[src/sv/mvm_pkg.sv]
// shared constants, codes and types of the matrix-vector multiply unit
package mvm_pkg;

  localparam int unsigned VEC_DEPTH_DEF = 1024;

  localparam int unsigned ELEM_W     = 16;
  localparam int unsigned IDX_W      = 10;
  localparam int unsigned LEN_W      = 11;
  localparam int unsigned ROWS_W     = 16;
  localparam int unsigned RES_W      = 32;
  localparam int unsigned PROD_W     = 32;
  localparam int unsigned ACC_W      = 48;
  localparam int unsigned CFG_IDX_W  = 8;
  localparam int unsigned CFG_DATA_W = 16;

  localparam logic OP_LOAD   = 1'b0;
  localparam logic OP_MATRIX = 1'b1;

  localparam logic [CFG_IDX_W-1:0] REG_VEC_LEN   = 8'd0;
  localparam logic [CFG_IDX_W-1:0] REG_ROW_COUNT = 8'd1;

  localparam logic signed [RES_W-1:0] RES_MAX = 32'sh7fff_ffff;
  localparam logic signed [RES_W-1:0] RES_MIN = 32'sh8000_0000;

  typedef struct packed {
    logic                     valid;
    logic signed [ELEM_W-1:0] value;
    logic                     last_col;
    logic [ROWS_W-1:0]        row_num;
    logic                     last_row;
  } issue_t;

endpackage

[src/sv/mvm_if.sv]
// handshake channel interfaces of the matrix-vector multiply unit
interface mvm_in_if;
  logic                             valid;
  logic                             ready;
  logic                             operation;
  logic signed [mvm_pkg::ELEM_W-1:0] elem_value;
  logic [mvm_pkg::IDX_W-1:0]        vec_index;

  modport source (output valid, output operation, output elem_value, output vec_index,
                  input ready);
  modport sink   (input valid, input operation, input elem_value, input vec_index,
                  output ready);
endinterface


interface mvm_cfg_if;
  logic                            valid;
  logic                            ready;
  logic [mvm_pkg::CFG_IDX_W-1:0]  index;
  logic [mvm_pkg::CFG_DATA_W-1:0] data;

  modport source (output valid, output index, output data, input ready);
  modport sink   (input valid, input index, input data, output ready);
endinterface

[src/sv/mvm_seq.sv]
// input acceptance, configuration registers, column and row counters, store access
module mvm_seq #(
  parameter int unsigned VEC_DEPTH = mvm_pkg::VEC_DEPTH_DEF
) (
  input  logic                          clk_i,
  input  logic                          rst_ni,
  mvm_in_if.sink                        in_i,
  mvm_cfg_if.sink                       cfg_i,
  input  logic                          mac_ready_i,
  output mvm_pkg::issue_t               issue_o,
  output logic                          ram_we_o,
  output logic                          ram_re_o,
  output logic [$clog2(VEC_DEPTH)-1:0]  ram_addr_o,
  output logic [mvm_pkg::ELEM_W-1:0]    ram_wdata_o
);

  localparam int unsigned AW = $clog2(VEC_DEPTH);
  localparam int unsigned EW = ((AW > mvm_pkg::LEN_W) ? AW : mvm_pkg::LEN_W) + 1;
  localparam int unsigned RW = mvm_pkg::ROWS_W + 1;

  logic [mvm_pkg::LEN_W-1:0]  vec_len_q, vec_len_d;
  logic [mvm_pkg::ROWS_W-1:0] row_count_q, row_count_d;
  logic [AW-1:0]              col_q, col_d;
  logic [mvm_pkg::ROWS_W-1:0] row_q, row_d;
  mvm_pkg::issue_t            issue_q, issue_d;

  logic          accept;
  logic          is_matrix;
  logic          idx_ok;
  logic [EW-1:0] vlen;
  logic [EW-1:0] eff_len;
  logic [RW-1:0] eff_rows;
  logic          last_col;
  logic          last_row;

  assign cfg_i.ready = 1'b1;
  assign in_i.ready  = !issue_q.valid || mac_ready_i;
  assign accept      = in_i.valid && in_i.ready;
  assign is_matrix   = (in_i.operation == mvm_pkg::OP_MATRIX);
  assign idx_ok      = 32'(in_i.vec_index) < 32'(VEC_DEPTH);

  // effective row length and row count
  always_comb begin
    vlen = EW'(vec_len_q);
    if (vlen == '0) begin
      eff_len = EW'(1);
    end else if (vlen > EW'(VEC_DEPTH)) begin
      eff_len = EW'(VEC_DEPTH);
    end else begin
      eff_len = vlen;
    end
    eff_rows = (row_count_q == '0) ? RW'(1) : RW'(row_count_q);
  end

  assign last_col = (EW'(col_q) + EW'(1)) >= eff_len;
  assign last_row = (RW'(row_q) + RW'(1)) >= eff_rows;

  assign ram_we_o    = accept && !is_matrix && idx_ok;
  assign ram_re_o    = accept && is_matrix;
  assign ram_addr_o  = is_matrix ? col_q : AW'(in_i.vec_index);
  assign ram_wdata_o = in_i.elem_value;

  always_comb begin
    vec_len_d   = vec_len_q;
    row_count_d = row_count_q;
    if (cfg_i.valid) begin
      case (cfg_i.index)
        mvm_pkg::REG_VEC_LEN:   vec_len_d   = cfg_i.data[mvm_pkg::LEN_W-1:0];
        mvm_pkg::REG_ROW_COUNT: row_count_d = cfg_i.data[mvm_pkg::ROWS_W-1:0];
        default:                ;
      endcase
    end
  end

  always_comb begin
    col_d   = col_q;
    row_d   = row_q;
    issue_d = issue_q;
    if (in_i.ready) begin
      issue_d.valid    = accept && is_matrix;
      issue_d.value    = in_i.elem_value;
      issue_d.last_col = last_col;
      issue_d.row_num  = row_q;
      issue_d.last_row = last_row;
    end
    if (accept && is_matrix && last_col) begin
      col_d = '0;
      row_d = last_row ? '0 : row_q + 1'b1;
    end else if (accept && is_matrix) begin
      col_d = col_q + 1'b1;
    end
  end

  always_ff @(posedge clk_i or negedge rst_ni) begin
    if (!rst_ni) begin
      vec_len_q   <= mvm_pkg::LEN_W'(1);
      row_count_q <= mvm_pkg::ROWS_W'(1);
      col_q       <= '0;
      row_q       <= '0;
      issue_q     <= '0;
    end else begin
      vec_len_q   <= vec_len_d;
      row_count_q <= row_count_d;
      col_q       <= col_d;
      row_q       <= row_d;
      issue_q     <= issue_d;
    end
  end

  assign issue_o = issue_q;

endmodule

[src/flat_wrapper.sv]
// flat-port wrapper written by rule: the top's interface ports become plain ports
module mvm_seq_flat 
#(
  parameter int unsigned VEC_DEPTH = mvm_pkg::VEC_DEPTH_DEF
)
  (clk_i, rst_ni, mac_ready_i, issue_o, ram_we_o, ram_re_o, ram_addr_o, ram_wdata_o, in_i_valid, in_i_operation, in_i_elem_value, in_i_vec_index, in_i_ready, cfg_i_valid, cfg_i_index, cfg_i_data, cfg_i_ready);
  mvm_in_if in_i_i ();
  mvm_cfg_if cfg_i_i ();
  input  logic clk_i;
  input  logic rst_ni;
  input  logic mac_ready_i;
  output mvm_pkg::issue_t issue_o;
  output logic ram_we_o;
  output logic ram_re_o;
  output logic [$clog2(VEC_DEPTH)-1:0] ram_addr_o;
  output logic [mvm_pkg::ELEM_W-1:0] ram_wdata_o;
  input wire logic [$bits(in_i_i.valid)-1:0] in_i_valid;
  input wire logic [$bits(in_i_i.operation)-1:0] in_i_operation;
  input wire logic [$bits(in_i_i.elem_value)-1:0] in_i_elem_value;
  input wire logic [$bits(in_i_i.vec_index)-1:0] in_i_vec_index;
  output wire logic [$bits(in_i_i.ready)-1:0] in_i_ready;
  input wire logic [$bits(cfg_i_i.valid)-1:0] cfg_i_valid;
  input wire logic [$bits(cfg_i_i.index)-1:0] cfg_i_index;
  input wire logic [$bits(cfg_i_i.data)-1:0] cfg_i_data;
  output wire logic [$bits(cfg_i_i.ready)-1:0] cfg_i_ready;
  assign in_i_i.valid = in_i_valid;
  assign in_i_i.operation = in_i_operation;
  assign in_i_i.elem_value = in_i_elem_value;
  assign in_i_i.vec_index = in_i_vec_index;
  assign in_i_ready = in_i_i.ready;
  assign cfg_i_i.valid = cfg_i_valid;
  assign cfg_i_i.index = cfg_i_index;
  assign cfg_i_i.data = cfg_i_data;
  assign cfg_i_ready = cfg_i_i.ready;
  mvm_seq #(.VEC_DEPTH(VEC_DEPTH)) u_core (.clk_i(clk_i), .rst_ni(rst_ni), .in_i(in_i_i), .cfg_i(cfg_i_i), .mac_ready_i(mac_ready_i), .issue_o(issue_o), .ram_we_o(ram_we_o), .ram_re_o(ram_re_o), .ram_addr_o(ram_addr_o), .ram_wdata_o(ram_wdata_o));
endmodule
[config.mk]
export PLATFORM = sky130hd
export DESIGN_NAME = mvm_seq_flat
export DESIGN_NICKNAME = d
export VERILOG_FILES = /design/src/sv/mvm_pkg.sv /design/src/sv/mvm_if.sv /design/src/sv/mvm_seq.sv /design/src/flat_wrapper.sv
export SDC_FILE = /design/constraint.sdc
export NUM_CORES = 1
export LEC_CHECK = 0
export ABC_AREA = 1
export BUFFER_PORTS_ARGS = -buffer_cell sky130_fd_sc_hd__buf_2
export CAP_MARGIN = 25
export CORE_MARGIN = 1.5
export CORE_UTILIZATION = 30
export CTS_CLUSTER_SIZE = 8
export DETAILED_ROUTE_END_ITERATION = 10
export SLEW_MARGIN = 10
export SYNTH_ARGS = -nofsm -noshare
export SYNTH_HDL_FRONTEND = slang
export SYNTH_SLANG_ARGS = --single-unit
[constraint.sdc]
create_clock -name clk_i -period 3.75 [get_ports clk_i]
set_input_delay 0.375 -clock clk_i [delete_from_list [all_inputs] [get_ports clk_i]]
set_output_delay 0.375 -clock clk_i [all_outputs]
set_load 0.05 [all_outputs]
Yosys cells after proc, flatten, opt, wreduce, memory -nomap -nowiden

Index checks and enable logic that the tools add are counted.

Bits in registers: 88
Bits in latches: 0
RAM bits: 0
ROM bits: 0
Input port bits: 56
Output and inout port bits: 65
Logic and storage cells: 37
Memories kept: 0

Add/sub/neg operators: 4
Multipliers: 0
Div/mod/pow operators: 0
Magnitude comparators: 3
Equality and inequality tests: 1
Shifts and indexed selects: 0
Muxes and demuxes: 7
Bitwise logic cells: 0
Reductions and logical operators: 13

Operators by type and width:

| cell                                          | number |
|---|---|
| 2-to-1 mux 16 bit                             | 2 |
| 2-to-1 mux 10 bit                             | 3 |
| 2-to-1 mux 11 bit                             | 2 |
| adder 16 x 1 -> 17 bit, second input constant | 1 |
| >= comparator 17 bit                          | 1 |
| adder 16 x 1 -> 16 bit, second input constant | 1 |
| logical NOT 16 bit                            | 1 |
| >= comparator 12 bit                          | 1 |
| adder 10 x 1 -> 11 bit, second input constant | 1 |
| > comparator 11 bit, second input constant    | 1 |
| logical NOT 11 bit                            | 1 |
| adder 10 x 1 -> 10 bit, second input constant | 1 |
| == test 8 x 1 -> 1 bit, second input constant | 1 |
| logical NOT 8 bit                             | 1 |
| logical AND 1 bit                             | 4 |
| AND reduction 2 bit                           | 2 |
| logical NOT 1 bit                             | 2 |
| nonzero test 2 bit                            | 1 |
| logical OR 1 bit                              | 1 |

Depth between registers and ports, before layout

Gate-level depths: netlist of run 1.

Depth after elaboration: 6
Depth in mapped cells: 18
Depth with buffers taken out: 17

Least setup slack after synthesis of run 1

No wires, ideal clock.

Path type: reg-to-reg
Start point: register u_core.row_q[0] (netlist name)
End point: register u_core.row_q[8] (netlist name)
Arrival: 2363 ps
Data required time: 3676 ps
Path slack: 1313 ps
Cell stages (with the launch flop): 16
Path buffers: 1
Period minus slack after synthesis: 2437 ps
Path through: dfrtp_1 ha_1 nand2_2 nor2_4 nand2_4 nor2_1 xor2_1 ha_1 nand2_1 a21oi_1 nor2_1 nand2_1 a21oi_2 buf_6 nand3_2 o21ai_2

Word-level cells in the longest chain between the ends: 3
Elaborated cells between the ends (all ways): 4
Classes of those cells: add/sub (2); order compare (1); mux (1)

RTL lines:

| element                | line           | source |
|---|---|---|
| from (decl)            | mvm_seq.sv:24  | `logic [mvm_pkg::ROWS_W-1:0] row_q, row_d;` |
| from (signal assigned) | mvm_seq.sv:105 | `row_q <= row_d;` |
| adder 16 x 1 -> 17 bit | mvm_seq.sv:56  | `assign last_row = (RW'(row_q) + RW'(1)) >= eff_rows;` |
| >= comparator 17 bit   | mvm_seq.sv:56  |  |
| 2-to-1 mux 16 bit (*)  | mvm_seq.sv:88  | `row_d = last_row ? '0 : row_q + 1'b1;` |

Every way passes the cells marked *; elsewhere a longest branch is shown, timed or not.
A chain may end at the register's enable or synchronous reset.

Worst setup path after layout of run 1

Start point: register u_core.row_q[0] (netlist name)
End point: register u_core.row_q[5] (netlist name)

The elaborated chain is that of the path after synthesis.

==> results of run 1 <==
[cells in the final DEF (no fill, tap or decap), types with 4 or more instances in the layout]
master     netlist  final
a21oi_1         12     12
buf_2            4    118
buf_4           17      6
clkbuf_16        0      9
dfrtp_1         86     86
ha_1            29     29
inv_1           60     60
nand2_1        228    228
nand3_1         33     33
nand3_2          9      9
nand4_1          7      7
nor2_1          42     41
nor3_1           4      4
nor4_1           5      5
o21ai_0         17     17
o21ai_1         26     26
o21ai_2         10     10
xor2_1          13     13
[final timing paths]
check                                   startpoint  cells after the start                  to
worst max register to register     u_core.row_q[0]                     14     u_core.row_q[5]
max in group asynchronous                   rst_ni                      3  u_core.issue_o[26]
worst min register to register  u_core.issue_o[21]                      2  u_core.issue_o[21]
worst max-delay path               u_core.row_q[0]                     14     u_core.row_q[5]
min in group clk_i              in_i_elem_value[7]                      3  u_core.issue_o[25]
worst min-delay path                        rst_ni                      1  u_core.issue_o[16]
[metrics by stage]
step                      cells  total power (µW)  utilization [%]  area [µm²]  setup slack, ps
after floorplan             649              1840                -        5100             1310
after global placement      955              2070             34.9        5780              804
after detailed placement    956              2090             35.0        5800              779
after CTS                   971              3060             36.8        6110              757
after global routing        972              3230             37.0        6130              444
final                       972              3020             37.0        6130              790
[worst max-delay path: cells and delay by family (launching register included)]
family / cells / cell delay [ps]
DFF: 1 / 450
buffers and inverters: 1 / 290
adders and majority gates: 2 / 540
AOI/OAI and AO/OA: 4 / 700
and+or+nand+nor: 6 / 630
xor gates and xnor gates: 1 / 270
[layout make-up]
cell class | instances | area [µm²] | area share, %
multi-input cells | 461 | 2420 | 39.5
flip-flops and latches | 88 | 2200 | 36.0
repair buffers | 127 | 691 | 11.3
well taps | 220 | 275 | 4.49
clock buffers | 10 | 229 | 3.73
inverters | 61 | 229 | 3.73
clock inverters | 5 | 82.6 | 1.35
[sequential cells by signal, indices dropped and copies added (netlist names)]
| register | cells |
|---|---|
| u_core.row_q | 16 |
| u_core.vec_len_q | 11 |
| u_core.col_q | 10 |
| u_core.issue_o | 35 |
| u_core.row_count_q | 16 |
[metal layers]
| layer | vias up | GRT usage [%] | routed length, µm |
|---|---|---|---|
| li1 | 2250 | - | - |
| met1 | 1891 | 20.9 | 6240 |
| met2 | 112 | 20.5 | 4810 |
| met3 | 12 | 2.70 | 573 |
| met4 | 0 | 5.13 | 179 |
| met5 | - | 0 | 0 |
[power by group]
group	switching, µW	internal [µW]	total [µW]
Clock	375	581	956
Combinational	654	284	938
Sequential	86.1	1040	1130
Total	1120	1910	3020
[cell families after synthesis]
group	Yosys count	share of synthesized area (%)
adders and majority gates	29	7.12
and+or+nand+nor	344	29.4
AOI/OAI and AO/OA	71	8.05
other	1	0.0736
DFF	88	43.2
xor gates and xnor gates	16	2.75
buffers and inverters	100	9.33
==> impl_metrics.py, run 1 <==
metrics = {
    "run_status": {
        "status": "finished clean",
    },
    "floorplan": {
        "ios": 121,
        "row_count": 47,
        "coreArea_um2": 16600,
        "die_y_um": 133,
        "design.die.area_um2": 17800,
        "initial_core_util_pct": 30.7,
        "die_x_um": 133,
    },
    "power_and_ir_drop": {
        "leakagePower_uw": 0.00326,
        "max-vdd-ir-drop_v": 0.000254,
        "power.density_nw_per_um2": 493,
    },
    "logic_synthesis": {
        "yosys_most_used_dff": "dfrtp_1",
        "syn_area_um2": 5100,
        "ys_seq_elements": 88,
        "synthArstFlopShare_pct": 100,
        "yosys-top-cells-count": "nand2_1 (228), dfrtp_1 (86), inv_1 (60)",
        "postSynthAreaPerCell_um2": 7.85,
        "yosysTopAreaCellShare_pct": 42.2,
        "netlist_instances": 649,
        "synth_nets": 734,
        "yosys.area.top_type": "dfrtp_1",
        "yosysSeqAreaShare_pct": 43.2,
        "yosys.cell_types.count": 37,
        "synth_edf_count": 0,
        "ys_warn_count": 0,
        "ys_top_cells_by_area": "dfrtp_1 (42%), nand2_1 (17%), ha_1 (7.1%)",
        "synth_most_common_cell": "nand2_1",
    },
    "place": {
        "dp_hpwl_um": 8960,
        "gp_routability_congestion": 0.865,
        "io_buffers": 119,
    },
    "clock_network": {
        "cts_hold_buffers": 0,
        "post_cts_buffers": 0,
        "cts.repair.resized": 0,
        "numCtsBuffers": 9,
        "cts_buffer_depth": 2,
        "cts_root_buf": "clkbuf_16",
        "clkSinkCount": 88,
        "clk_latency_ps": 350,
        "htreeDepth": 3,
        "cts_tree": "built",
        "cts.clk_slew.worst_paths_ps": 70,
    },
    "critical_path": {
        "crit_chain": "ha_1 > nand3_1 > nor2_1 > nand3_1 > xor2_1 > ha_1 > nand2_1 > nand2_1 > a21oi_1 > o21ai_2 > a21oi_2 > buf_4 > nand3_1 > o21ai_1",
        "arrival_ps": 3230,
        "cp_max_fo": 10,
        "cpPeakStageDelay_ps": 450,
        "rrSetupSlack_ps": 790,
        "cp-start-kind": "flop",
        "end_kind": "flop",
        "crit_required_ps": 4020,
        "slowest_stage": "dfrtp_1",
        "worstSetupPathType": "flop to flop",
        "cpMostUsedCell": "nand3_1",
    },
    "layout": {
        "layout-drive-gt1-share_pct": 23.5,
        "area_growth_pct": 20.3,
        "num-fill-cells": 1784,
        "fin_nets": 833,
        "num_antenna_cells": 0,
    },
    "sta": {
        "rsz0062_at_grt": "no",
        "finalCritPeriodShare_pct": 78.9,
        "final_hold_viol_count": 0,
        "fin_worst_skew_ps": 9.37,
        "fmax_mhz": 338,
        "fin_tns_setup_ps": 0,
        "setup_viol": 0,
        "worstMarginPinSlew_ps": 803,
        "fin_crit_ps": 2960,
        "relSlewSlack_pct": 46.3,
        "holdWs_ps": 5.31,
        "finalMaxSlewViolations": 0,
    },
    "detailed_routing": {
        "postRouteAntennaNets": 0,
        "num_vias": 4265,
        "initialDrtViolationCount": 215,
        "firstDrtPassIters": 4,
        "vias_per_cell": 4.39,
        "routedWlPerCell_um": 12.1,
        "wirelength_um": 11800,
        "route.detailed.drc": 0,
    },
    "grt": {
        "grt_max_degree": 80,
        "grt_overflow": 0,
        "first_global_vias": 4098,
        "antenna_found_initial": 0,
        "grt_usage_pct": 14.1,
        "grt_pass1_wl_um": 20200,
    },
    "worst_hold_path": {
        "hold_class": "input pin to async pin",
    },
    "flow_run": {
        "cap_violations": 0,
    },
}
(Power assumes the default switching activity.)
==> run 2: changes to the inputs <==
==> constraint.sdc (replaced) <==
create_clock -name clk_i -period 2.85 [get_ports clk_i]
set_input_delay 0.285 -clock clk_i [delete_from_list [all_inputs] [get_ports clk_i]]
set_output_delay 0.285 -clock clk_i [all_outputs]
set_load 0.05 [all_outputs]
==> run 2 against run 1 <==
Compared with the run above:
- cell area increased by 0.69%
- power increased by 31%
- critical path depth unchanged
- worst hold slack improved by 140 ps
- routed wire length increased by 0.58%
- sequential power increased by 30%
==> impl_metrics.py, run 2 (synthesis gave the netlist of run 1 again) <==
metrics = {
    "run_status": {
        "status": "finished clean",
    },
    "layout": {
        "area_growth_pct": 21.1,
        "fin_nets": 837,
        "final_cell_mix": "nand2_1 (228), buf_2 (118), dfrtp_1 (85), inv_1 (60), nor2_1 (40)",
        "num-fill-cells": 1782,
        "largest_reg_flops": 35,
        "layout-drive-gt1-share_pct": 24.4,
        "final_common_cell": "nand2_1",
        "num_antenna_cells": 0,
    },
    "detailed_routing": {
        "vias_per_cell": 4.39,
        "num_vias": 4289,
        "routedWlPerCell_um": 12.2,
        "route.detailed.drc": 0,
        "postRouteAntennaNets": 0,
        "firstDrtPassIters": 5,
        "wirelength_um": 11900,
        "initialDrtViolationCount": 145,
    },
    "sta": {
        "worstMarginPinSlew_ps": 763,
        "fin_worst_skew_ps": 6.19,
        "finalMaxSlewViolations": 0,
        "setup_viol": 0,
        "fin_tns_setup_ps": 0,
        "final_hold_viol_count": 0,
        "fin_crit_ps": 2580,
        "rsz0062_at_grt": "no",
        "finalCritPeriodShare_pct": 90.5,
        "holdWs_ps": 148,
        "fmax_mhz": 388,
        "relSlewSlack_pct": 49.0,
    },
    "power_and_ir_drop": {
        "combPwrFrac_pct": 32.1,
        "pwr-share-clk_pct": 30.6,
        "switching_power_uw": 1480,
        "leakagePower_uw": 0.00328,
        "internal-power_uw": 2480,
        "p_sw_share_pct": 37.4,
        "seqPwrFrac_pct": 37.3,
        "max-vdd-ir-drop_v": 0.000363,
        "power.density_nw_per_um2": 641,
    },
    "clock_network": {
        "cts_tree": "built",
        "cts.clk_slew.worst_paths_ps": 60,
        "cts_root_buf": "clkbuf_16",
        "clkSinkCount": 88,
        "clk_latency_ps": 340,
        "cts_buffer_depth": 2,
        "htreeDepth": 3,
        "numCtsBuffers": 9,
        "post_cts_buffers": 0,
    },
    "grt": {
        "first_global_vias": 4156,
        "grt_overflow": 0,
        "grt_pass1_wl_um": 20100,
        "grt_usage_pct": 14.1,
        "grt_max_degree": 49,
        "antenna_found_initial": 0,
    },
    "floorplan": {
        "design.die.area_um2": 17800,
        "die_y_um": 133,
        "die_x_um": 133,
        "row_count": 47,
        "initial_core_util_pct": 30.7,
        "ios": 121,
        "coreArea_um2": 16600,
    },
    "place": {
        "io_buffers": 119,
        "gp_routability_congestion": 0.833,
        "dp_hpwl_um": 8860,
    },
    "worst_hold_path": {
        "hold_class": "input pin to flop",
        "holdPathStages": 3,
    },
    "critical_path": {
        "worstSetupPathType": "flop to flop",
        "arrival_ps": 2860,
        "cp-start-kind": "flop",
        "end_kind": "flop",
        "cp_max_fo": 36,
        "reg2reg_depth": 14,
        "crit_required_ps": 3130,
    },
    "flow_run": {
        "cap_violations": 0,
    },
}
run 2: cell count changes in the layout (fill, tap and decap cells not counted), sizes merged:
cell / delta
buf: +3
inv: +1
clkinv: -1
bufinv: -1
clkinvlp: +2
dlygate4sd3: +1
run 2: routing by layer:
layer  wire length (µm)  GRT usage, %  part of all wire, %  vias to the layer above
li1                   -             -                    -                     2266
met1               6040          20.0                   51                     1900
met2               5110          21.2                   43                      117
met3                631          2.74                  5.3                        6
met4                 97          5.37                 0.82                        0
met5                  0             0                    0                        -
run 2: worst paths after layout:
kind	from	endpoint	slack, ps
worst max-delay path	u_core.col_q[0]	u_core.col_q[2]	270
worst min-delay path	in_i_elem_value[7]	u_core.issue_o[25]	150
worst max register to register	u_core.col_q[0]	u_core.col_q[2]	270
worst min register to register	u_core.issue_o[2]	u_core.issue_o[2]	470
max in group asynchronous	rst_ni	u_core.col_q[2]	1690
min in group asynchronous	rst_ni	u_core.issue_o[14]	510
run 2: what timing repair did:
action                                 in CTS  in global routing
endpoints found under the hold margin      45                  0
gates resized for setup                     0                  3
setup endpoints to repair                   0                 26
hold buffers                                1                  0
run 2: layout make-up:
class | instances | area (µm²) | share of cell area [%]
Tap cell | 220 | 275 | 4.46
Clock inverter | 6 | 67.6 | 1.09
Timing Repair Buffer | 131 | 728 | 11.8
Inverter | 61 | 229 | 3.71
Multi-Input combinational cell | 461 | 2430 | 39.3
Sequential cell | 88 | 2210 | 35.7
Clock buffer | 10 | 239 | 3.87
run 2: worst max-delay path, cell delays in order (launching register included):
cell and delay, ps:
dfrtp_1 430, nand3_1 140, nor2_1 180, nand3_1 150, nor2_1 140, xor2_1 210, ha_1 280, a21oi_1 160
nor2_1 50, nor2_1 90, nand4_1 150, nand2_1 150, buf_12 210, nand3_1 100, nand2_1 70
run 2: power by group through the flow:
stage	clock network [µW]	registers, µW	logic [µW]
2_1_floorplan	0	1680	746
3_3_place_gp	0	1490	1270
3_5_place_dp	0	1500	1280
4_1_cts	1260	1470	1290
5_1_grt	1310	1490	1440
6_report	1210	1470	1270
run 2: stage by stage:
stage | total power (µW) | instance area [µm²] | instances | setup WS, ps | util, %
2_1_floorplan | 2430 | 5100 | 649 | 413 | -
3_3_place_gp | 2760 | 5850 | 960 | 287 | 35.3
3_5_place_dp | 2780 | 5850 | 960 | 242 | 35.3
5_1_grt | 4240 | 6170 | 977 | 17.4 | 37.2
6_report | 3950 | 6170 | 977 | 270 | 37.2
4_1_cts | 4020 | 6160 | 977 | 243 | 37.2
