## src/sv/mvm_pkg.sv

```systemverilog
// shared constants, codes and types of the matrix-vector multiply unit
package mvm_pkg;

  localparam int unsigned VEC_DEPTH_DEF = 1024;

  localparam int unsigned ELEM_W     = 16;
  localparam int unsigned IDX_W      = 10;
  localparam int unsigned LEN_W      = 11;
  localparam int unsigned ROWS_W     = 16;
  localparam int unsigned RES_W      = 32;
  localparam int unsigned PROD_W     = 32;
  localparam int unsigned ACC_W      = 48;
  localparam int unsigned CFG_IDX_W  = 8;
  localparam int unsigned CFG_DATA_W = 16;

  localparam logic OP_LOAD   = 1'b0;
  localparam logic OP_MATRIX = 1'b1;

  localparam logic [CFG_IDX_W-1:0] REG_VEC_LEN   = 8'd0;
  localparam logic [CFG_IDX_W-1:0] REG_ROW_COUNT = 8'd1;

  localparam logic signed [RES_W-1:0] RES_MAX = 32'sh7fff_ffff;
  localparam logic signed [RES_W-1:0] RES_MIN = 32'sh8000_0000;

  typedef struct packed {
    logic                     valid;
    logic signed [ELEM_W-1:0] value;
    logic                     last_col;
    logic [ROWS_W-1:0]        row_num;
    logic                     last_row;
  } issue_t;

endpackage

```

## src/sv/mvm_if.sv

```systemverilog


interface mvm_out_if;
  logic                             valid;
  logic                             ready;
  logic signed [mvm_pkg::RES_W-1:0] row_result;
  logic [mvm_pkg::ROWS_W-1:0]       row_number;
  logic                             last_row;

  modport source (output valid, output row_result, output row_number, output last_row,
                  input ready);
  modport sink   (input valid, input row_result, input row_number, input last_row,
                  output ready);
endinterface


```

## src/sv/mvm_mac.sv

```systemverilog
// product register, 48-bit accumulator, saturation and result register
module mvm_mac (
  input  logic                              clk_i,
  input  logic                              rst_ni,
  input  mvm_pkg::issue_t                   issue_i,
  input  logic signed [mvm_pkg::ELEM_W-1:0] x_i,
  output logic                              ready_o,
  mvm_out_if.source                         out_o
);

  logic                              p_valid_q, p_valid_d;
  logic signed [mvm_pkg::PROD_W-1:0] prod_q, prod_d;
  logic                              p_last_col_q, p_last_col_d;
  logic [mvm_pkg::ROWS_W-1:0]        p_row_q, p_row_d;
  logic                              p_last_row_q, p_last_row_d;
  logic signed [mvm_pkg::ACC_W-1:0]  acc_q, acc_d;
  logic                              out_valid_q, out_valid_d;
  logic signed [mvm_pkg::RES_W-1:0]  res_q, res_d;
  logic [mvm_pkg::ROWS_W-1:0]        res_row_q, res_row_d;
  logic                              res_last_q, res_last_d;

  logic                              out_free;
  logic                              consume;
  logic signed [mvm_pkg::ACC_W-1:0]  sum;
  logic signed [mvm_pkg::RES_W-1:0]  sat;

  assign out_free = !out_valid_q || out_o.ready;
  assign consume  = p_valid_q && (!p_last_col_q || out_free);
  assign ready_o  = !p_valid_q || consume;

  assign sum = acc_q + mvm_pkg::ACC_W'(prod_q);

  // clamp to the signed 32-bit range
  always_comb begin
    if (sum[mvm_pkg::ACC_W-1:mvm_pkg::RES_W-1] == '0 ||
        sum[mvm_pkg::ACC_W-1:mvm_pkg::RES_W-1] == '1) begin
      sat = sum[mvm_pkg::RES_W-1:0];
    end else if (sum[mvm_pkg::ACC_W-1]) begin
      sat = mvm_pkg::RES_MIN;
    end else begin
      sat = mvm_pkg::RES_MAX;
    end
  end

  always_comb begin
    p_valid_d    = p_valid_q;
    prod_d       = prod_q;
    p_last_col_d = p_last_col_q;
    p_row_d      = p_row_q;
    p_last_row_d = p_last_row_q;
    acc_d        = acc_q;
    out_valid_d  = out_valid_q && !out_o.ready;
    res_d        = res_q;
    res_row_d    = res_row_q;
    res_last_d   = res_last_q;
    if (ready_o) begin
      p_valid_d    = issue_i.valid;
      prod_d       = mvm_pkg::PROD_W'(issue_i.value) * mvm_pkg::PROD_W'(x_i);
      p_last_col_d = issue_i.last_col;
      p_row_d      = issue_i.row_num;
      p_last_row_d = issue_i.last_row;
    end
    if (consume && p_last_col_q) begin
      acc_d       = '0;
      out_valid_d = 1'b1;
      res_d       = sat;
      res_row_d   = p_row_q;
      res_last_d  = p_last_row_q;
    end else if (consume) begin
      acc_d = sum;
    end
  end

  always_ff @(posedge clk_i or negedge rst_ni) begin
    if (!rst_ni) begin
      p_valid_q   <= 1'b0;
      acc_q       <= '0;
      out_valid_q <= 1'b0;
    end else begin
      p_valid_q   <= p_valid_d;
      acc_q       <= acc_d;
      out_valid_q <= out_valid_d;
    end
  end

  always_ff @(posedge clk_i) begin
    prod_q       <= prod_d;
    p_last_col_q <= p_last_col_d;
    p_row_q      <= p_row_d;
    p_last_row_q <= p_last_row_d;
    res_q        <= res_d;
    res_row_q    <= res_row_d;
    res_last_q   <= res_last_d;
  end

  assign out_o.valid      = out_valid_q;
  assign out_o.row_result = res_q;
  assign out_o.row_number = res_row_q;
  assign out_o.last_row   = res_last_q;

endmodule

```

## src/flat_wrapper.sv

```systemverilog
// flat-port wrapper written by rule: the top's interface ports become plain ports
module mvm_mac_flat 
  (clk_i, rst_ni, issue_i, x_i, ready_o, out_o_valid, out_o_row_result, out_o_row_number, out_o_last_row, out_o_ready);
  mvm_out_if out_o_i ();
  input  logic clk_i;
  input  logic rst_ni;
  input  mvm_pkg::issue_t issue_i;
  input  logic signed [mvm_pkg::ELEM_W-1:0] x_i;
  output logic ready_o;
  output wire logic [$bits(out_o_i.valid)-1:0] out_o_valid;
  output wire logic [$bits(out_o_i.row_result)-1:0] out_o_row_result;
  output wire logic [$bits(out_o_i.row_number)-1:0] out_o_row_number;
  output wire logic [$bits(out_o_i.last_row)-1:0] out_o_last_row;
  input wire logic [$bits(out_o_i.ready)-1:0] out_o_ready;
  assign out_o_valid = out_o_i.valid;
  assign out_o_row_result = out_o_i.row_result;
  assign out_o_row_number = out_o_i.row_number;
  assign out_o_last_row = out_o_i.last_row;
  assign out_o_i.ready = out_o_ready;
  mvm_mac u_core (.clk_i(clk_i), .rst_ni(rst_ni), .issue_i(issue_i), .x_i(x_i), .ready_o(ready_o), .out_o(out_o_i));
endmodule
```

## config.mk

```make
export PLATFORM = sky130hd
export DESIGN_NAME = mvm_mac_flat
export DESIGN_NICKNAME = d
export VERILOG_FILES = /design/src/sv/mvm_pkg.sv /design/src/sv/mvm_if.sv /design/src/sv/mvm_mac.sv /design/src/flat_wrapper.sv
export SDC_FILE = /design/constraint.sdc
export NUM_CORES = 1
export LEC_CHECK = 0
export BUFFER_PORTS_ARGS = -buffer_cell sky130_fd_sc_hd__buf_2
export CAP_MARGIN = 20
export CORE_UTILIZATION = 45
export CTS_CLUSTER_SIZE = 24
export DETAILED_ROUTE_END_ITERATION = 16
export HOLD_SLACK_MARGIN = 0.02
export PLACE_DENSITY = 0.64
export SLEW_MARGIN = 0
export SYNTH_ARGS = -nofsm -noshare
export SYNTH_HDL_FRONTEND = slang
export SYNTH_SLANG_ARGS = --single-unit
```

## constraint.sdc

```tcl
create_clock -name clk_i -period 4.83 [get_ports clk_i]
set_input_delay 0.2415 -clock clk_i [delete_from_list [all_inputs] [get_ports clk_i]]
set_output_delay 0.2415 -clock clk_i [all_outputs]
set_load 0.02 [all_outputs]
```

**After elaboration in Yosys (flattened, before gate mapping)**

Cells that the tools add are included.
W data, S select, Z words.

- Bits in registers: 149
- Output and inout port bits: 51

- $add $sub $neg: 1
- Multipliers: 1
- Eq/ne operators: 1
- Multiplexer cells: 5
- Reductions and logical operators: 13

Operators with widths:

| operator | number |
|---|---|
| $mux W48 | 2 |
| $mux W32 | 2 |
| $add A48 B32 Y48 | 1 |
| $mul A16 B16 Y32 | 1 |
| $eq A17 B17 Y1 const B | 1 |
| $logic_not A17 Y1 | 1 |
| $logic_not A1 Y1 | 4 |
| $logic_or A1 B1 Y1 | 4 |
| $logic_and A1 B1 Y1 | 3 |
| $reduce_bool A2 Y1 | 1 |
| $mux W1 | 1 |

**Logic depth before layout (Yosys ltp)**

Gate-level depths: netlist of the first run.

- Depth after elaboration: 6
- Gate-level depth with buffers: 27

**Least setup slack after synthesis of the first run**

OpenSTA, ideal clock, no wires.

- Path kind: input to register
- Start: in issue_i[29] (netlist name)
- End: reg u_core.prod_q[28] (netlist name), data pin
- Arrival: 6.050 ns
- Slack: -1.477 ns
- Cell stages on the path: 23
- Cell sequence: clkbuf_1 -> nand2_1 -> fa_1 -> fa_1 -> fa_1 -> inv_1 -> fa_1 -> fa_1 -> inv_1 -> fa_1 -> inv_1 -> ha_1 -> a21o_1 -> a21o_1 -> a21o_1 -> a221oi_1 -> o211ai_1 -> a41oi_1 -> a2111oi_0 -> o21a_1 -> o21ai_0 -> nor2b_1 -> xnor2_1

- Longest elaborated chain between the ends: 1

RTL lines:

| item | line | text |
|---|---|---|
| start: declaration | flat_wrapper.sv:7 | `input mvm_pkg::issue_t issue_i;` |
| $mul A16 B16 Y32 | mvm_mac.sv:58 | `prod_d = mvm_pkg::PROD_W'(issue_i.value) * mvm_pkg::PROD_W'(x_i);` |
| end signal: assignment | mvm_mac.sv:87 | `prod_q <= prod_d;` |
| end: declaration | mvm_mac.sv:12 | `logic signed [mvm_pkg::PROD_W-1:0] prod_q, prod_d;` |

No other way between the ends.
A chain may end at the register's enable or synchronous reset.

**Worst setup path after layout of the first run**

- Start: in issue_i[25] (netlist name)
- End: reg u_core.prod_q[31] (netlist name), data pin

Same word-level chain as after synthesis.

==> results of run 1 <==
==> stage by stage <==
stage | setup slack (ns) | cells
finish | -0.9111 | 2635
global route | -1.123 | 2635
CTS | -0.9046 | 2632
detailed placement | -1.525 | 2572
global placement | -1.476 | 2572
floorplan | -1.146 | 1842
==> synth_stat cells (all sizes together), types with 29 or more instances <==
cell type / instances
a21oi: 104
a21o: 33
fa: 263
edfxtp: 99
and2: 128
nand2: 222
o21ai: 80
inv: 335
clkbuf: 51
xor2: 29
dfrtp: 50
ha: 129
nor2: 58
xnor2: 50
==> routing by layer <==
layer	wire length [microns]	track usage, %
met5	0	0
met2	20340	36.41
met1	19520	28.81
met4	524	4.627
met3	1428	2.478
==> critical path, cell delays in order <==
cell	delay, ns
buf_6	0.12
and2_4	0.14
fa_1	0.55
inv_2	0.04
fa_1	0.46
fa_1	0.51
inv_2	0.04
fa_1	0.50
fa_1	0.56
inv_2	0.04
fa_1	0.52
inv_2	0.05
ha_4	0.27
a21o_1	0.11
a21o_1	0.17
a21oi_2	0.06
o21a_1	0.24
o31ai_4	0.32
nor4_4	0.07
nor4b_2	0.25
o21a_1	0.21
buf_6	0.12
o21ai_2	0.04
a211o_1	0.29
==> path summary, 6_finish.rpt <==
| path | cells past startpoint | endpoint |
|---|---|---|
| worst max-delay path | 24 | u_core.prod_q[31]$_DFFE_PP_ |
| worst min register to register | 0 | u_core.out_o.row_number[14]$_DFFE_PP_ |
| max in group asynchronous | 3 | u_core.acc_q[37]$_DFFE_PN0P_ |
| worst min-delay path | 3 | u_core.out_o.valid$_DFF_PN0_ |
| worst max register to register | 13 | u_core.out_o.row_result[0]$_DFFE_PP_ |
| min in group asynchronous | 3 | u_core.acc_q[1]$_DFFE_PN0P_ |
==> flip-flops by register name, indices dropped and copies added, names as in the netlist <==
register / cells
u_core.p_valid_q: 1
u_core.out_o.row_number: 16
u_core.p_row_q: 16
u_core.p_last_row_q: 1
u_core.out_o.last_row: 1
u_core.out_o.row_result: 32
u_core.p_last_col_q: 1
u_core.out_o.valid: 1
u_core.acc_q: 48
u_core.prod_q: 32
==> cell families (layout without fill, tap and decap cells) <==
logic type / Yosys count / after routing
compound gates: 310 / 310
flops: 149 / 149
fa+ha+maj: 392 / 392
xor+xnor: 79 / 79
mux: 1 / 1
buf+inv: 399 / 674
simple gates: 512 / 512
==> layout make-up <==
type                    count  share of cell area, %
inverters                 335                  5.832
clock inverters            12                 0.6441
clock buffers              20                  2.217
well taps                 518                  3.006
multi-input cells        1294                  58.06
repair buffers            307                  10.65
flip-flops and latches    149                  19.59
==> repair_timing <==
item / 4_1_cts / 5_1_grt
endpoints found under the hold margin: 69 / 0
setup endpoints to repair: 17 / 19
hold buffers: 20 / 0
pin swaps: 33 / 47
gates resized for setup: 76 / 59
buffers inserted: 9 / 6
==> metrics.txt, run 1 <==
# TYPE chip_impl_metric gauge
chip_impl_info{name="final_common_cell",value="inv_1"} 1
chip_impl_metric{name="area_growth",unit="%"} 20.77
chip_impl_metric{name="die_h",unit="microns"} 201.2
chip_impl_metric{name="clk_pin_slew",unit="ns"} 0.06
chip_impl_metric{name="final_nets",unit=""} 2550
chip_impl_metric{name="antennaDiodeCount",unit=""} 0
chip_impl_metric{name="vias_per_cell",unit=""} 5.072
chip_impl_metric{name="postRouteWirelength",unit="mm"} 41.81
chip_impl_metric{name="critical_path_arrival",unit="ns"} 5.92
chip_impl_metric{name="postLayoutCoreUtil",unit="%"} 55.40
chip_impl_metric{name="grt_antenna_before_repair",unit=""} 0
chip_impl_metric{name="timing.final.setup_violations",unit=""} 12
chip_impl_info{name="dominant_combinational_cell_family_by_area_after_synthesis",value="adder cells"} 1
chip_impl_info{name="regToRegStartpoint",value="u_core.prod_q[31]$_DFFE_PP_"} 1
chip_impl_metric{name="die-width",unit="microns"} 201.2
chip_impl_metric{name="register_area",unit="sq mm"} 0.004224
chip_impl_info{name="hp-start",value="out_o_ready"} 1
chip_impl_metric{name="postSynthNetCount",unit=""} 2288
chip_impl_metric{name="synth_simple_gate_area_share",unit="%"} 14.01
chip_impl_metric{name="routabilityCongestion",unit=""} 0.9349
chip_impl_metric{name="drive_above_1_share",unit="%"} 20.12
chip_impl_metric{name="combined_area_of_the_multi_input_logic_cells",unit="sq mm"} 0.01252
chip_impl_info{name="worstHoldPathType",value="in2reg"} 1
chip_impl_metric{name="fill_cells",unit=""} 3488
chip_impl_metric{name="yosys.area.top_type_share",unit="%"} 29.49
chip_impl_metric{name="maxSlewViolCount",unit=""} 0
chip_impl_metric{name="postSynthRegisterBits",unit=""} 149
chip_impl_metric{name="stdcell_area",unit="sq mm"} 0.02156
chip_impl_metric{name="drt_iter0_markers",unit=""} 650
chip_impl_metric{name="placement.cell_area",unit="sq mm"} 0.02022
chip_impl_metric{name="yosys.area_share.xor_xnor",unit="%"} 3.876
chip_impl_info{name="netlist_top_cells_area",value="fa_1 29%, edfxtp_1 17%, ha_1 9.0%"} 1
chip_impl_metric{name="post_synth.cell_area_avg",unit="sq um"} 9.692
chip_impl_metric{name="fin_worst_hold_slack",unit="ns"} 0.2773
chip_impl_info{name="failed_checks",value="setup timing"} 1
chip_impl_metric{name="max_cap_violations",unit=""} 0
chip_impl_metric{name="globalRoute.totalOverflow",unit=""} 0
chip_impl_metric{name="io_buffer_count",unit=""} 104
chip_impl_metric{name="mux_cell_area_share_after_synthesis",unit="%"} 0.05607
chip_impl_metric{name="synthAdderAreaFrac",unit="%"} 38.53
chip_impl_metric{name="grt_first_pass_wirelength",unit="mm"} 69.63
chip_impl_metric{name="drt.antenna.violating_nets",unit=""} 0
chip_impl_info{name="cts-root-buf",value="clkbuf_16"} 1
chip_impl_metric{name="worst-r2r-setup-slack",unit="ns"} 0.49
chip_impl_metric{name="tritoncts_num_sinks",unit=""} 149
chip_impl_metric{name="route.detailed.drc",unit=""} 0
chip_impl_metric{name="min_period_over_period",unit="%"} 118.9
chip_impl_metric{name="ys_types",unit=""} 78
chip_impl_metric{name="synth-edff-count",unit=""} 99
chip_impl_metric{name="finalClockSkew",unit="ns"} 0.007536
chip_impl_metric{name="numCtsBuffers",unit=""} 17
chip_impl_metric{name="post-route-min-period",unit="ns"} 5.741
chip_impl_metric{name="post_synth_instance_area",unit="sq mm"} 0.01785
chip_impl_metric{name="synth-async-reset-ratio",unit="%"} 33.56
chip_impl_metric{name="clock_path_buffers",unit=""} 2
chip_impl_metric{name="number_of_global_route_vias_before_repair",unit=""} 14060
chip_impl_metric{name="portion_of_the_post_synthesis_area_used_by_sequential_elements",unit="%"} 23.66
chip_impl_metric{name="fp.coreArea",unit="sq mm"} 0.03892
chip_impl_metric{name="finalHoldViolCount",unit=""} 0
chip_impl_metric{name="rows",unit=""} 72
chip_impl_metric{name="critical_path_required",unit="ns"} 5.01
chip_impl_info{name="cts_tree",value="built"} 1
chip_impl_info{name="post-synth-top-area-cell",value="fa_1"} 1
chip_impl_metric{name="routedWlPerCell",unit="microns"} 15.87
chip_impl_info{name="timing.setup.critical_path_class",value="in2reg"} 1
chip_impl_info{name="crit_path_start_kind",value="input pin"} 1
chip_impl_metric{name="fmax",unit="GHz"} 0.1742
chip_impl_info{name="worstSetupStartpoint",value="issue_i[25]"} 1
chip_impl_metric{name="cts-htree-levels",unit=""} 4
chip_impl_metric{name="crit_path_max_fanout",unit=""} 8
chip_impl_metric{name="groute.usage.overall",unit="%"} 21.19
chip_impl_metric{name="synth_compound_gate_area_share",unit="%"} 11.17
chip_impl_metric{name="initial_core_util",unit="%"} 45.88
chip_impl_metric{name="die-area",unit="sq mm"} 0.04048
chip_impl_metric{name="post_synth_inst_count",unit=""} 1842
chip_impl_info{name="most_used_dff_post_synth",value="edfxtp_1"} 1
chip_impl_metric{name="hpwl",unit="mm"} 34.70
chip_impl_metric{name="ioPinCount",unit=""} 105
chip_impl_metric{name="timing.final.ws_setup",unit="ns"} -0.9111
chip_impl_info{name="cp-end-kind",value="register"} 1
chip_impl_metric{name="finalSetupTns",unit="ns"} -6.705
chip_impl_info{name="rsz0062_at_grt",value="true"} 1
chip_impl_metric{name="drtPass1Iterations",unit=""} 5
chip_impl_metric{name="yosys_warnings",unit=""} 0
chip_impl_info{name="run_status",value="finished, violations left"} 1
chip_impl_info{name="top_library_cells_by_usage_in_the_layout_fill_and_taps_aside",value="323 x inv_1, 254 x fa_1, 215 x nand2_1"} 1
chip_impl_metric{name="timing.max_slew.rel_slack",unit="%"} 46.06
chip_impl_metric{name="routed-via-count",unit=""} 13370
chip_impl_metric{name="clk_latency",unit="ns"} 0.43
chip_impl_metric{name="grt_start_max_net_pins",unit=""} 54
chip_impl_metric{name="worst_slew_pin_slew",unit="ns"} 0.8090
Power of run 1 is not shown: default switching activity piles up to over one toggle a cycle in this logic, so the estimate is an artifact.
==> run 2: changes to the inputs <==
--- a/config.mk
+++ b/config.mk
@@ -7,11 +7,13 @@
 export LEC_CHECK = 0
 export BUFFER_PORTS_ARGS = -buffer_cell sky130_fd_sc_hd__buf_2
 export CAP_MARGIN = 20
-export CORE_UTILIZATION = 45
+export CELL_PAD_IN_SITES_DETAIL_PLACEMENT = 1
+export CELL_PAD_IN_SITES_GLOBAL_PLACEMENT = 2
+export CORE_UTILIZATION = 41
 export CTS_CLUSTER_SIZE = 24
 export DETAILED_ROUTE_END_ITERATION = 16
 export HOLD_SLACK_MARGIN = 0.02
-export PLACE_DENSITY = 0.64
+export PLACE_DENSITY = 0.84
 export SLEW_MARGIN = 0
 export SYNTH_ARGS = -nofsm -noshare
 export SYNTH_HDL_FRONTEND = slang
==> run 2 against run 1 <==
  * The flow still finishes with violations (setup timing)
  * Maximum frequency fell by 1.8%
  * Utilization fell by 4.8 points
  * Worst setup slack got worse by 0.11 ns
  * Routed wire length rose by 17%
  * First-iteration DRC count fell by 25%
  * Hold slack improved by 0.0017 ns
  * Cell area rose by 0.84%
  * Non-clock buffer count rose by 19
  * Register-to-register slack improved by 0.10 ns
  * Sequential share of layout area fell by 0.16 points
  * Via count rose by 2.7%
  * Global-route usage rose by 1.6 points
  * Critical path type unchanged
  * Largest cell class unchanged
  * Highest routed layer unchanged
==> metrics.txt, run 2 (synthesized netlist as in run 1, its figures left out) <==
# TYPE chip_impl_metric gauge
chip_impl_info{name="run_status",value="finished, violations left"} 1
chip_impl_info{name="failed_checks",value="setup timing"} 1
chip_impl_metric{name="final_nets",unit=""} 2569
chip_impl_metric{name="timing.final.ws_setup",unit="ns"} -1.018
chip_impl_metric{name="clock_path_buffers",unit=""} 2
chip_impl_info{name="rsz0062_at_grt",value="true"} 1
chip_impl_metric{name="drive_above_1_share",unit="%"} 20.37
chip_impl_metric{name="die_h",unit="microns"} 210.7
chip_impl_metric{name="numCtsBuffers",unit=""} 17
chip_impl_metric{name="max_cap_violations",unit=""} 0
chip_impl_metric{name="postLayoutCoreUtil",unit="%"} 50.59
chip_impl_metric{name="fin_worst_hold_slack",unit="ns"} 0.2790
chip_impl_metric{name="groute.usage.overall",unit="%"} 22.82
chip_impl_metric{name="rows",unit=""} 76
chip_impl_metric{name="timing.final.setup_violations",unit=""} 17
chip_impl_metric{name="timing.max_slew.rel_slack",unit="%"} 50.91
chip_impl_metric{name="routedWlPerCell",unit="microns"} 17.92
chip_impl_info{name="final_common_cell",value="inv_1"} 1
chip_impl_info{name="top_library_cells_by_usage_in_the_layout_fill_and_taps_aside",value="328 x inv_1, 255 x fa_1, 215 x nand2_1"} 1
chip_impl_metric{name="antennaDiodeCount",unit=""} 0
chip_impl_metric{name="worst_slew_pin_slew",unit="ns"} 0.7364
chip_impl_metric{name="drtPass1Iterations",unit=""} 4
chip_impl_metric{name="routabilityCongestion",unit=""} 0.8814
chip_impl_metric{name="vias_per_cell",unit=""} 5.046
chip_impl_metric{name="postRouteWirelength",unit="mm"} 48.77
chip_impl_metric{name="finalHoldViolCount",unit=""} 0
chip_impl_info{name="timing.setup.critical_path_class",value="in2reg"} 1
chip_impl_metric{name="routed-via-count",unit=""} 13730
chip_impl_metric{name="area_growth",unit="%"} 21.78
chip_impl_metric{name="die-width",unit="microns"} 210.7
chip_impl_metric{name="die-area",unit="sq mm"} 0.04438
chip_impl_metric{name="critical_path_arrival",unit="ns"} 6.04
chip_impl_info{name="worstHoldPathType",value="in2reg"} 1
chip_impl_metric{name="route.detailed.drc",unit=""} 0
chip_impl_metric{name="tritoncts_num_sinks",unit=""} 149
chip_impl_metric{name="grt_antenna_before_repair",unit=""} 0
chip_impl_metric{name="hpwl",unit="mm"} 40.68
chip_impl_info{name="cts-root-buf",value="clkbuf_16"} 1
chip_impl_metric{name="grt_first_pass_wirelength",unit="mm"} 79.71
chip_impl_metric{name="min_period_over_period",unit="%"} 121.1
chip_impl_info{name="max_flop_register",value="u_core.acc_q"} 1
chip_impl_metric{name="fmax",unit="GHz"} 0.1710
chip_impl_info{name="cp-end-kind",value="register"} 1
chip_impl_metric{name="crit_path_max_fanout",unit=""} 5
chip_impl_metric{name="clk_latency",unit="ns"} 0.44
chip_impl_info{name="crit_path_start_kind",value="input pin"} 1
chip_impl_metric{name="globalRoute.totalOverflow",unit=""} 0
chip_impl_metric{name="initial_core_util",unit="%"} 41.54
chip_impl_metric{name="cts-htree-levels",unit=""} 4
chip_impl_metric{name="maxSlewViolCount",unit=""} 0
chip_impl_metric{name="fp.coreArea",unit="sq mm"} 0.04298
chip_impl_metric{name="post-route-min-period",unit="ns"} 5.848
chip_impl_info{name="cts_tree",value="built"} 1
chip_impl_metric{name="max_ffs_per_register",unit=""} 48
chip_impl_metric{name="clk_pin_slew",unit="ns"} 0.06
chip_impl_metric{name="io_buffer_count",unit=""} 104
chip_impl_metric{name="drt_iter0_markers",unit=""} 489
chip_impl_metric{name="number_of_global_route_vias_before_repair",unit=""} 15260
chip_impl_metric{name="critical_path_required",unit="ns"} 5.03
chip_impl_metric{name="grt_start_max_net_pins",unit=""} 54
chip_impl_metric{name="drt.antenna.violating_nets",unit=""} 0
chip_impl_metric{name="ioPinCount",unit=""} 105
chip_impl_metric{name="finalClockSkew",unit="ns"} 0.01183
[run 2: cell types whose count changed in the layout (fill, tap and decap cells not counted), sizes merged]
| cell | before | now |
|---|---|---|
| buf | 286 | 305 |
| bufinv | 2 | 0 |
| clkbuf | 21 | 20 |
| clkinv | 3 | 6 |
| clkinvlp | 3 | 0 |
| inv | 339 | 342 |
[run 2: critical path, stage by stage]
cell and delay, ns:
buf_12 0.11, and2_4 0.15, fa_1 0.56, inv_2 0.04, fa_1 0.46, fa_1 0.50, inv_2 0.04, fa_1 0.47
fa_1 0.52, inv_2 0.04, fa_1 0.49, inv_2 0.05, ha_4 0.23, a21o_1 0.17, a21o_1 0.17, a21o_1 0.18
buf_6 0.12, a221oi_4 0.26, o211ai_1 0.19, a41oi_2 0.27, a2111oi_4 0.11, o21a_1 0.24, o21ai_2 0.16, a21oi_2 0.08
xor2_1 0.16
[run 2: area by class of cell]
type / count / area (sq um)
fillers: 4877 / 21240
clock inverters: 13 / 112.6
flip-flops and latches: 149 / 4224
repair buffers: 326 / 2440
inverters: 335 / 1257
clock buffers: 19 / 454.2
multi-input cells: 1294 / 12520
well taps: 585 / 732.0
[run 2: timing repair]
action	in CTS	in global routing
cloned	1	0
pin swaps	34	43
endpoints found under the setup margin	17	19
hold buffers	20	0
setup buffers	5	14
resized for setup	67	47
endpoints found under the hold margin	69	0
[run 2: metrics by stage]
stage	cell area (sq um)	TNS [ns]	worst slack, ns	std cells
2_1_floorplan	18070	-9.394	-1.146	1842
3_3_place_gp	20410	-16.76	-1.495	2652
3_5_place_dp	20410	-19.57	-1.739	2652
4_1_cts	21460	-7.518	-1.018	2708
5_1_grt	21740	-12.08	-1.259	2721
6_report	21740	-8.802	-1.018	2721
[run 2: path summary, 6_finish.rpt]
check	from	to	slack [ns]	depth (start not counted)
worst max-delay path	x_i[4]	u_core.prod_q[30]$_DFFE_PP_	-1.02	25
worst min-delay path	out_o_ready	u_core.out_o.valid$_DFF_PN0_	0.28	3
worst max register to register	u_core.prod_q[0]$_DFFE_PP_	u_core.out_o.row_result[10]$_DFFE_PP_	0.59	16
worst min register to register	u_core.p_row_q[8]$_DFFE_PP_	u_core.out_o.row_number[8]$_DFFE_PP_	0.42	0
max in group asynchronous	rst_ni	u_core.acc_q[23]$_DFFE_PN0P_	3.85	3
min in group asynchronous	rst_ni	u_core.acc_q[4]$_DFFE_PN0P_	0.48	3
[run 2: routing by layer]
metal | GRT usage (%) | share of wire, % | vias to the layer above | wire (microns)
met5 | 0 | 0 | - | 0
met4 | 5.697 | 1.8 | 0 | 898
met3 | 2.468 | 2.1 | 60 | 1038
met2 | 40.45 | 51 | 183 | 24940
met1 | 29.75 | 45 | 7024 | 21900
li1 | - | - | 6463 | -
Power of run 2 is left out for the same reason.
==> run 3: changes to the inputs <==
--- a/config.mk
+++ b/config.mk
@@ -14,6 +14,7 @@
 export DETAILED_ROUTE_END_ITERATION = 16
 export HOLD_SLACK_MARGIN = 0.02
 export PLACE_DENSITY = 0.84
+export SETUP_SLACK_MARGIN = 0.1
 export SLEW_MARGIN = 0
 export SYNTH_ARGS = -nofsm -noshare
 export SYNTH_HDL_FRONTEND = slang
==> run 3 against run 2 <==
  * The flow still finishes with violations (setup timing)
  * Via count up 0.17%
  * Register-to-register slack worse by 0.26 ns
  * Non-clock buffer count down 5
  * Critical path depth unchanged
  * Cell area up 1.1%
  * Die area unchanged
  * Global-route usage up 0.16 points
  * Sequential share of layout area down 0.21 points
  * Worst setup slack better by 0.074 ns
  * Utilization up 0.54 points
  * First-iteration DRC count up 16%
  * Critical path type unchanged
  * Largest cell class unchanged
==> metrics.txt, run 3 (synthesized netlist as in run 1, its figures left out) <==
# TYPE chip_impl_metric gauge
chip_impl_metric{name="fmax",unit="GHz"} 0.1732
chip_impl_metric{name="routedWlPerCell",unit="microns"} 18.08
chip_impl_metric{name="routabilityCongestion",unit=""} 0.8802
chip_impl_metric{name="globalRoute.totalOverflow",unit=""} 0
chip_impl_metric{name="numCtsBuffers",unit=""} 17
chip_impl_metric{name="ioPinCount",unit=""} 105
chip_impl_metric{name="final_nets",unit=""} 2564
chip_impl_metric{name="max_cap_violations",unit=""} 0
chip_impl_info{name="max_flop_register",value="u_core.acc_q"} 1
chip_impl_metric{name="cts-htree-levels",unit=""} 4
chip_impl_metric{name="finalClockSkew",unit="ns"} 0.01548
chip_impl_metric{name="maxSlewViolCount",unit=""} 0
chip_impl_metric{name="io_buffer_count",unit=""} 104
chip_impl_metric{name="drt_iter0_markers",unit=""} 565
chip_impl_metric{name="routed-via-count",unit=""} 13750
chip_impl_info{name="rsz0062_at_grt",value="true"} 1
chip_impl_metric{name="post-route-min-period",unit="ns"} 5.775
chip_impl_metric{name="min_period_over_period",unit="%"} 119.6
chip_impl_metric{name="grt_antenna_before_repair",unit=""} 0
chip_impl_metric{name="die-area",unit="sq mm"} 0.04438
chip_impl_metric{name="drive_above_1_share",unit="%"} 21.87
chip_impl_metric{name="tritoncts_num_sinks",unit=""} 149
chip_impl_metric{name="rows",unit=""} 76
chip_impl_metric{name="vias_per_cell",unit=""} 5.064
chip_impl_metric{name="worst_slew_pin_slew",unit="ns"} 0.8542
chip_impl_info{name="timing.setup.critical_path_class",value="in2reg"} 1
chip_impl_metric{name="worstPathBufferInverterCount",unit=""} 6
chip_impl_metric{name="finalHoldViolCount",unit=""} 0
chip_impl_metric{name="postRouteWirelength",unit="mm"} 49.11
chip_impl_metric{name="antennaDiodeCount",unit=""} 0
chip_impl_metric{name="initial_core_util",unit="%"} 41.54
chip_impl_metric{name="clk_latency",unit="ns"} 0.45
chip_impl_metric{name="drt.antenna.violating_nets",unit=""} 0
chip_impl_metric{name="fin_worst_hold_slack",unit="ns"} 0.2895
chip_impl_metric{name="critical_path_arrival",unit="ns"} 5.96
chip_impl_metric{name="groute.usage.overall",unit="%"} 22.98
chip_impl_metric{name="die_h",unit="microns"} 210.7
chip_impl_info{name="worst_path_max_delay_cell",value="fa_1"} 1
chip_impl_metric{name="critical_path.max_stage_delay",unit="ns"} 0.55
chip_impl_metric{name="grt_first_pass_wirelength",unit="mm"} 80.39
chip_impl_metric{name="number_of_global_route_vias_before_repair",unit=""} 15350
chip_impl_metric{name="timing.final.setup_violations",unit=""} 16
chip_impl_metric{name="timing.final.ws_setup",unit="ns"} -0.9447
chip_impl_info{name="top_library_cells_by_usage_in_the_layout_fill_and_taps_aside",value="318 x inv_1, 252 x fa_1, 212 x nand2_1"} 1
chip_impl_metric{name="clk_pin_slew",unit="ns"} 0.06
chip_impl_info{name="final_common_cell",value="inv_1"} 1
chip_impl_metric{name="post-place-cells",unit=""} 2645
chip_impl_metric{name="stdcell_count",unit=""} 2716
chip_impl_metric{name="hpwl",unit="mm"} 40.24
chip_impl_info{name="cts_tree",value="built"} 1
chip_impl_metric{name="fp.coreArea",unit="sq mm"} 0.04298
chip_impl_metric{name="max_ffs_per_register",unit=""} 48
chip_impl_metric{name="grt_start_max_net_pins",unit=""} 54
chip_impl_metric{name="clock_path_buffers",unit=""} 2
chip_impl_metric{name="finalSetupTns",unit="ns"} -8.104
chip_impl_info{name="critPathTopFamily",value="adder cells"} 1
chip_impl_metric{name="route.detailed.drc",unit=""} 0
chip_impl_metric{name="drtPass1Iterations",unit=""} 5
chip_impl_info{name="run_status",value="finished, violations left"} 1
chip_impl_metric{name="fill_cells",unit=""} 4846
chip_impl_info{name="failed_checks",value="setup timing"} 1
chip_impl_metric{name="area_growth",unit="%"} 23.08
chip_impl_info{name="worstHoldPathType",value="in2reg"} 1
chip_impl_metric{name="crit_path_max_fanout",unit=""} 5
chip_impl_metric{name="timing.max_slew.rel_slack",unit="%"} 43.06
chip_impl_metric{name="stdcell_area",unit="sq mm"} 0.02197
chip_impl_info{name="cts-root-buf",value="clkbuf_16"} 1
chip_impl_info{name="crit_path_start_kind",value="input pin"} 1
chip_impl_info{name="critical-path-top-cell-by-count",value="fa_1"} 1
chip_impl_metric{name="placement.cell_area",unit="sq mm"} 0.02040
chip_impl_metric{name="critical_path_required",unit="ns"} 5.01
chip_impl_info{name="cp-end-kind",value="register"} 1
chip_impl_metric{name="die-width",unit="microns"} 210.7
## run 3: changes by cell type in the layout (fill, tap and decap cells not counted), moves of 4 or more
cell    before  now
buf_2       83   79
buf_4      199  178
inv_1      328  318
buf_6       16   30
inv_2        7   16
and2_4       8   20
and2_1     119  107
## run 3: worst min-delay path, stage by stage
cell     delay [ns]
buf_2          0.08
nor2b_1        0.07
or2_2          0.30
## run 3: repair_timing
| item | in CTS | in global routing |
|---|---|---|
| gates resized for setup | 82 | 103 |
| hold buffers | 20 | 0 |
| endpoints found under the setup margin | 18 | 21 |
| pin swaps | 35 | 37 |
| setup buffers | 12 | 14 |
| cloned | 1 | 0 |
| endpoints found under the hold margin | 69 | 0 |
## run 3: final cells by class
class	instances	area, sq um	share of cell area, %
tap	585	732.0	3.331
inverter	335	1260	5.734
clock buffer	21	460.4	2.095
sequential	149	4224	19.22
timing repair buffer	321	2517	11.46
multi-input combinational	1294	12630	57.48
clock inverter	11	150.1	0.6833
## run 3: worst paths after layout
check / start / end / slack (ns) / cells after the start
max: x_i[4] / u_core.prod_q[30]$_DFFE_PP_ / -0.94 / 25
max reg2reg: u_core.prod_q[31]$_DFFE_PP_ / u_core.out_o.row_result[10]$_DFFE_PP_ / 0.33 / 13
max in group asynchronous: rst_ni / u_core.acc_q[28]$_DFFE_PN0P_ / 3.82 / 3
min: out_o_ready / u_core.out_o.valid$_DFF_PN0_ / 0.29 / 3
min in group asynchronous: rst_ni / u_core.acc_q[8]$_DFFE_PN0P_ / 0.49 / 3
min reg2reg: u_core.p_row_q[3]$_DFFE_PP_ / u_core.out_o.row_number[3]$_DFFE_PP_ / 0.42 / 0
## run 3: per-stage QoR
step / worst slack (ns) / utilization, %
final: -0.9447 / 51.13
after global routing: -1.164 / 51.13
after CTS: -0.9460 / 50.24
after detailed placement: -1.674 / 47.46
after global placement: -1.550 / 47.46
after floorplan: -1.146 / -
## run 3: per-layer routing
layer | GRT usage [%] | wire (microns) | vias to the layer above
li1 | - | - | 6467
met1 | 29.63 | 22130 | 7056
met2 | 41.04 | 25300 | 181
met3 | 2.052 | 888 | 50
met4 | 6.622 | 784 | 0
met5 | 0 | 0 | -
Power of run 3 is left out for the same reason.
